<file path="src/rmt_pkg.sv">
// Shared sizes, codes and handshake structs for the randomized multiset table.
// Depends on nothing; every other file of the block imports it.
package rmt_pkg;
   localparam int MAX_ITEMS   = 256;
   localparam int MAX_KEYS    = 64;
   localparam int MAX_PER_KEY = 16;
   localparam int VALUE_BITS  = 32;

   localparam int IDX_W  = $clog2(MAX_ITEMS);
   localparam int CNT_W  = $clog2(MAX_ITEMS + 1);
   localparam int KEY_W  = $clog2(MAX_KEYS);
   localparam int SLOT_W = $clog2(MAX_PER_KEY);
   localparam int USE_W  = $clog2(MAX_PER_KEY + 1);
   localparam int POS_W  = KEY_W + SLOT_W;
   localparam int DRAW_W = 16;
   localparam int DIV_STEP_W = $clog2(DRAW_W + 1);

   localparam logic [1:0] CMD_INSERT = 2'd0;
   localparam logic [1:0] CMD_REMOVE = 2'd1;
   localparam logic [1:0] CMD_SAMPLE = 2'd2;

   localparam logic [1:0] STATUS_DONE  = 2'd0;
   localparam logic [1:0] STATUS_EMPTY = 2'd1;
   localparam logic [1:0] STATUS_FULL  = 2'd2;

   typedef struct packed {
      logic              start;
      logic [DRAW_W-1:0] dividend;
      logic [CNT_W-1:0]  divisor;
   } rmt_div_req_type;

   typedef struct packed {
      logic             done;
      logic [CNT_W-1:0] remainder;
   } rmt_div_rsp_type;
endpackage

</file>
<file path="src/rmt_mod.sv">
// Restoring modulo unit: one remainder bit per cycle for the sample index.
// Depends on rmt_pkg.
module rmt_mod (
   input  logic                     clock,
   input  logic                     reset,
   input  rmt_pkg::rmt_div_req_type req,
   output rmt_pkg::rmt_div_rsp_type rsp
);
   import rmt_pkg::*;

   logic                  busy_ff, busy_in;
   logic                  done_ff, done_in;
   logic [DIV_STEP_W-1:0] step_ff, step_in;
   logic [DRAW_W-1:0]     dvd_ff, dvd_in;
   logic [CNT_W-1:0]      dsr_ff, dsr_in;
   logic [CNT_W-1:0]      rem_ff, rem_in;
   logic [CNT_W:0]        trial;

   always_comb begin
      busy_in = busy_ff;
      done_in = 1'b0;
      step_in = step_ff;
      dvd_in  = dvd_ff;
      dsr_in  = dsr_ff;
      rem_in  = rem_ff;
      trial   = {rem_ff, dvd_ff[DRAW_W-1]};
      if (req.start) begin
         busy_in = 1'b1;
         step_in = '0;
         dvd_in  = req.dividend;
         dsr_in  = req.divisor;
         rem_in  = '0;
      end else if (busy_ff) begin
         // The partial remainder stays below the divisor, so it fits CNT_W bits.
         if (trial >= {1'b0, dsr_ff}) begin
            rem_in = CNT_W'(trial - {1'b0, dsr_ff});
         end else begin
            rem_in = trial[CNT_W-1:0];
         end
         dvd_in  = {dvd_ff[DRAW_W-2:0], 1'b0};
         step_in = step_ff + 1'b1;
         if (step_ff == DIV_STEP_W'(DRAW_W - 1)) begin
            busy_in = 1'b0;
            done_in = 1'b1;
         end
      end
   end

   always_ff @(posedge clock) begin
      if (reset) begin
         busy_ff <= 1'b0;
         done_ff <= 1'b0;
         step_ff <= '0;
      end else begin
         busy_ff <= busy_in;
         done_ff <= done_in;
         step_ff <= step_in;
      end
      dvd_ff <= dvd_in;
      dsr_ff <= dsr_in;
      rem_ff <= rem_in;
   end

   assign rsp.done      = done_ff;
   assign rsp.remainder = rem_ff;
endmodule
</file>
<file path="config.mk">
export PLATFORM = sky130hd
export DESIGN_NAME = rmt_mod
export DESIGN_NICKNAME = d
export VERILOG_FILES = /design/src/rmt_pkg.sv /design/src/rmt_mod.sv
export SDC_FILE = /design/constraint.sdc
export NUM_CORES = 1
export LEC_CHECK = 0
export BUFFER_PORTS_ARGS = -buffer_cell sky130_fd_sc_hd__clkbuf_2
export CORE_MARGIN = 4
export CORE_UTILIZATION = 50
export CTS_CLUSTER_SIZE = 20
export DETAILED_ROUTE_END_ITERATION = 7
export PLACE_DENSITY = 0.82
export SLEW_MARGIN = 0
export SYNTH_ARGS = -nofsm -noshare
export SYNTH_HDL_FRONTEND = slang
export SYNTH_SLANG_ARGS = --single-unit
</file>
<file path="constraint.sdc">
create_clock -name clock -period 2.7 [get_ports clock]
set_clock_uncertainty 0.2 [all_clocks]
set_input_delay 0.135 -clock clock [delete_from_list [all_inputs] [get_ports clock]]
set_output_delay 0.135 -clock clock [all_outputs]
set_load 0.02 [all_outputs]
</file>
After elaboration in Yosys (flattened, before gate mapping)
Cells that the tools add are included.
- add/subtract/negate cells: 2
- $lt $le $gt $ge: 1
- equal/unequal tests: 1
- mux-type cells: 7
- bitwise operators: 1
- reduce and logical (&&, ||, !) cells: 3
- operators with widths (operator ; number):
    two-way mux 16 bit ; 2
    greater-or-equal comparator 10 x 9 -> 1 bit ; 1
    two-way mux 9 bit ; 1
    subtractor 9 bit ; 1
    adder 5 x 1 -> 5 bit, second input constant ; 1
    == test 5 x 4 -> 1 bit, second input constant ; 1
    two-way mux 1 bit ; 4
    OR reduction 3 bit ; 1
    nonzero test 2 bit ; 1
    OR reduction 2 bit ; 1
    inverter 1 bit ; 1
- bits in registers: 41
- input port bits: 28
- output and inout bits: 10
- logic and storage cells: 21

Depth between registers and ports, before layout
- depth in word-level cells: 4
- depth in mapped cells: 11

Worst setup path before layout
No wires, ideal clock.
- path kind: register to register
- from: reg dvd_ff[15]
- to: reg rem_ff[1]
- setup time: 0.088 ns
- arrival: 2.177 ns
- path slack: 0.235 ns
- cell stages (with the launch flop): 12
- buffers on the path: 1
- clock period less this slack: 2.465 ns
- cell sequence: edfxtp_1 -> inv_1 -> ha_1 -> inv_1 -> fa_1 -> a211oi_4 -> o21ai_2 -> a41oi_1 -> or2_1 -> buf_6 -> nand2_1 -> a311oi_2
- word-level cells in the longest chain between the ends: 2
- elaborated cells on any way between the ends: 3
- ends and longest elaborated chain (element ; line ; RTL):
    start, declared ; rmt_mod.sv:14 ; logic [DRAW_W-1:0] dvd_ff, dvd_in;
    start signal, assigned ; rmt_mod.sv:59 ; dvd_ff <= dvd_in;
    subtractor 9 bit / greater-or-equal comparator 10 x 9 -> 1 bit (equally long branches) ; rmt_mod.sv:36, rmt_mod.sv:35 ;
    two-way mux 9 bit (*) ; rmt_mod.sv:35 ; if (trial >= {1'b0, dsr_ff}) begin
    end signal, assigned ; rmt_mod.sv:61 ; rem_ff <= rem_in;
    end, declared ; rmt_mod.sv:16 ; logic [CNT_W-1:0] rem_ff, rem_in;
Mark *: on every way between the ends. The rest lies on a longest branch, timed or not.
A chain may end at the register's enable or synchronous reset.

Worst setup path in the final report
- from: reg dvd_ff[15]
- to: reg rem_ff[8]
Same word-level chain as after synthesis.

==> key figures <==
Critical path
  – Critical path class: reg -> reg
  – WP data arrival: roughly 2.6 ns
  – Worst Path Required: approximately 2.7 ns
  – Critical Path Start Type: flop
  – Reg2reg setup slack: ~0.14 ns
  – Worst r2r path cells: 10
  – Critical path peak fanout: 4
  – RR Startpoint: dvd_ff[15]
  – Worst setup path end: rem_ff[8]
  – Critical path startpoint: dvd_ff[15]
  – Worst Setup End Kind: flop
  – Worst reg2reg path endpoint: rem_ff[8]

Synthesis
  – Post-synth top flop: edfxtp_1
  – Synth warn: 0
  – Net Count, Synth: roughly 220
  – Average footprint of a synthesized cell: approximately 11 sq um
  – Post-synthesis cell area: 0.00208 sq mm
  – Sequential area share after synthesis: about half
  – Synth cell types: 44
  – Cell count after synthesis: between 150 and 200
  – Post-synth EDFFs: 25
  – Post-synthesis register bit count: 41
  – Async SR Flop Fraction: 0%

Cells and area
  – Non-Filler Instances: 300
  – Most common cell after layout, fill and taps aside: clkbuf_2
  – Nets: 289
  – # diodes: 0
  – Most frequent cells in the layout: 37 x clkbuf_2, 26 x dlygate4sd3_1, 25 x edfxtp_1
  – Synthesis-to-finish area growth: 29.5%
  – Layout cells sized above 1: between 30 and 40%

Drt
  – DRC viols: 0
  – Via-per-instance ratio: between 5 and 6
  – Antenna Violating Nets Remaining: 0
  – Total iterations of the first detailed-routing run: 4
  – WL final: 4240 microns
  – Starting DRT DRC Count: 98
  – Post-DR wirelength/cell: ~14 microns
  – Vias: ~1600

Outcome
  – Status: finished, final reports clean

Place
  – IO buf count: 37
  – DPL Wire Length: around 2800 microns
  – Placer congestion estimate: 0.835
  – Inst Count DP: 264

Min path
  – Hold Crit Class: in -> reg

Global routing
  – Vias in the first global route: roughly 1500
  – Gr usage total: between 10% and 20%
  – First-pass GRT wire length: roughly 7000 microns
  – Pin count of the biggest net entering global routing: 24
  – Grt total ovfl: 0
  – Initial antenna violation count: 0

STA
  – Pins Over Slew Limit: 0
  – Slew HR: around 59%
  – Final Setup Violations: 0
  – Final hold vios: 0
  – Hold WS: between 0.07 and 0.08 ns
  – Worst Max-Slew Pin Slew: ~0.61 ns
  – Peak Freq: just under 0.4 GHz
  – Tcrit/Tclk final: 95.0%
  – Fin crit period: roughly 2.6 ns

Clock tree
  – Clock Latency Late Sink: a little under 0.3 ns
  – Clock sinks: 41
  – Clock Tree Buf Depth: 2
  – CTS tree: done
  – H-tree levels: 2
  – Total CTS buffers: 5
  – Worst-path clk slew: 0.08 ns
  – CTS root buf: clkbuf_8

Pwr
  – Leak pwr: around 1.1 nW
  – Power density cells: around 570 mW/mm^2
  – Worst vdd ir: ~0.46 mV

Die
  – Core footprint: 0.00400 sq mm
  – Die area: between 0.005 and 0.006 sq mm
  – Rows: 23
  – Die X-Extent: around 72 microns
  – Chip height: 72.4 microns
  – Initial Util: between 50% and 60%
  – I/O Pins: 38

Flow run
  – Max-cap check violation count: 0
## critical path, stage by stage, from the launching register on
cell and delay, ns:
edfxtp_1 0.38, inv_1 0.07, ha_1 0.15, inv_1 0.05, fa_2 0.37, a211oi_4 0.32, nor3_1 0.12, a2111oi_2 0.30
xnor2_1 0.17, nand2_1 0.08, a311oi_2 0.26
## where the power goes
group / total (W) / leakage [nW] / switching (W) / internal (W)
logic: 0.000389 / 0.688 / 0.000206 / 0.000183
clock network: 0.000387 / 0.0439 / 0.000209 / 0.000178
registers: 0.000757 / 0.380 / 0.0000313 / 0.000725
## per-stage QoR
stage	instance area, sq um	total power (W)	util, %	setup slack (ns)	setup TNS (ns)
after floorplan	2080	0.00101	-	0.235	0
after global placement	2310	0.00110	57.8	0.104	0
after CTS	2660	0.00152	66.5	0.00573	0
final	2690	0.00153	67.2	0.136	0
after global routing	2690	0.00161	67.2	-0.00911	-0.00911
after detailed placement	2310	0.00110	57.8	0.0342	0
## synth_stat cells (3+ instances only)
cell	number	area (sq um)
xor2_1	5	43.8
nand2_1	13	48.8
buf_1	3	11.3
inv_1	13	48.8
nand3_1	3	15.0
nand4_1	3	18.8
edfxtp_1	25	751
clkbuf_1	3	11.3
a21oi_1	6	30.0
mux2_2	15	169
o21ai_0	5	25.0
nor2_1	18	67.6
dfxtp_1	16	320
o21a_1	4	30.0
ha_1	11	138
## final cells by class
class                      instances  area [sq um]
tap                               50          62.6
fill                             326          1310
multi-input combinational        119           930
timing repair buffer              69           490
inverter                          13          48.8
clock buffer                       5          68.8
clock inverter                     3          17.5
sequential                        41          1070
## routing by layer
layer	global-route usage, %	wire, microns	up-vias
li1	-	-	794
met1	21.5	1800	757
met2	28.5	2130	45
met3	4.43	226	6
met4	5.94	80	0
met5	0	0	-
## registers in the layout (all words and copies together) (netlist names)
register and count:
dvd_ff 16, rem_ff 9, step_ff 5, busy_ff 1, done_ff 1, dsr_ff 9
## logic make-up (layout without fill, tap and decap cells)
| logic type | after synthesis | in the layout | synth area share, % |
|---|---|---|---|
| AND/OR/NAND/NOR | 49 | 49 | 11.1 |
| flip-flops | 41 | 41 | 51.6 |
| AO/OA/AOI/OAI | 35 | 35 | 13.8 |
| buffers and inverters | 21 | 90 | 4.34 |
| multiplexers | 16 | 16 | 8.62 |
| adder cells (fa/ha/maj) | 12 | 12 | 7.59 |
| XOR/XNOR | 7 | 7 | 2.95 |
## worst min path at each step
stage,startpoint,to,slack [ns],cells after the start
2_1_floorplan,reset,busy_ff,0.007,1
3_3_place_gp,req[4],dsr_ff[4],0.11,1
3_5_place_dp,req[4],dsr_ff[4],0.12,1
4_1_cts,req[25],rem_ff[8],0.07,3
5_1_grt,req[25],rem_ff[8],0.08,3
6_report,req[25],rem_ff[8],0.08,3
## timing repair
item	CTS	global route
resized for setup	0	4
hold buffers	26	0
hold endpoints to repair	29	0
setup buffers	0	2
endpoints found under the setup margin	0	8
(Power assumes the default switching activity.)
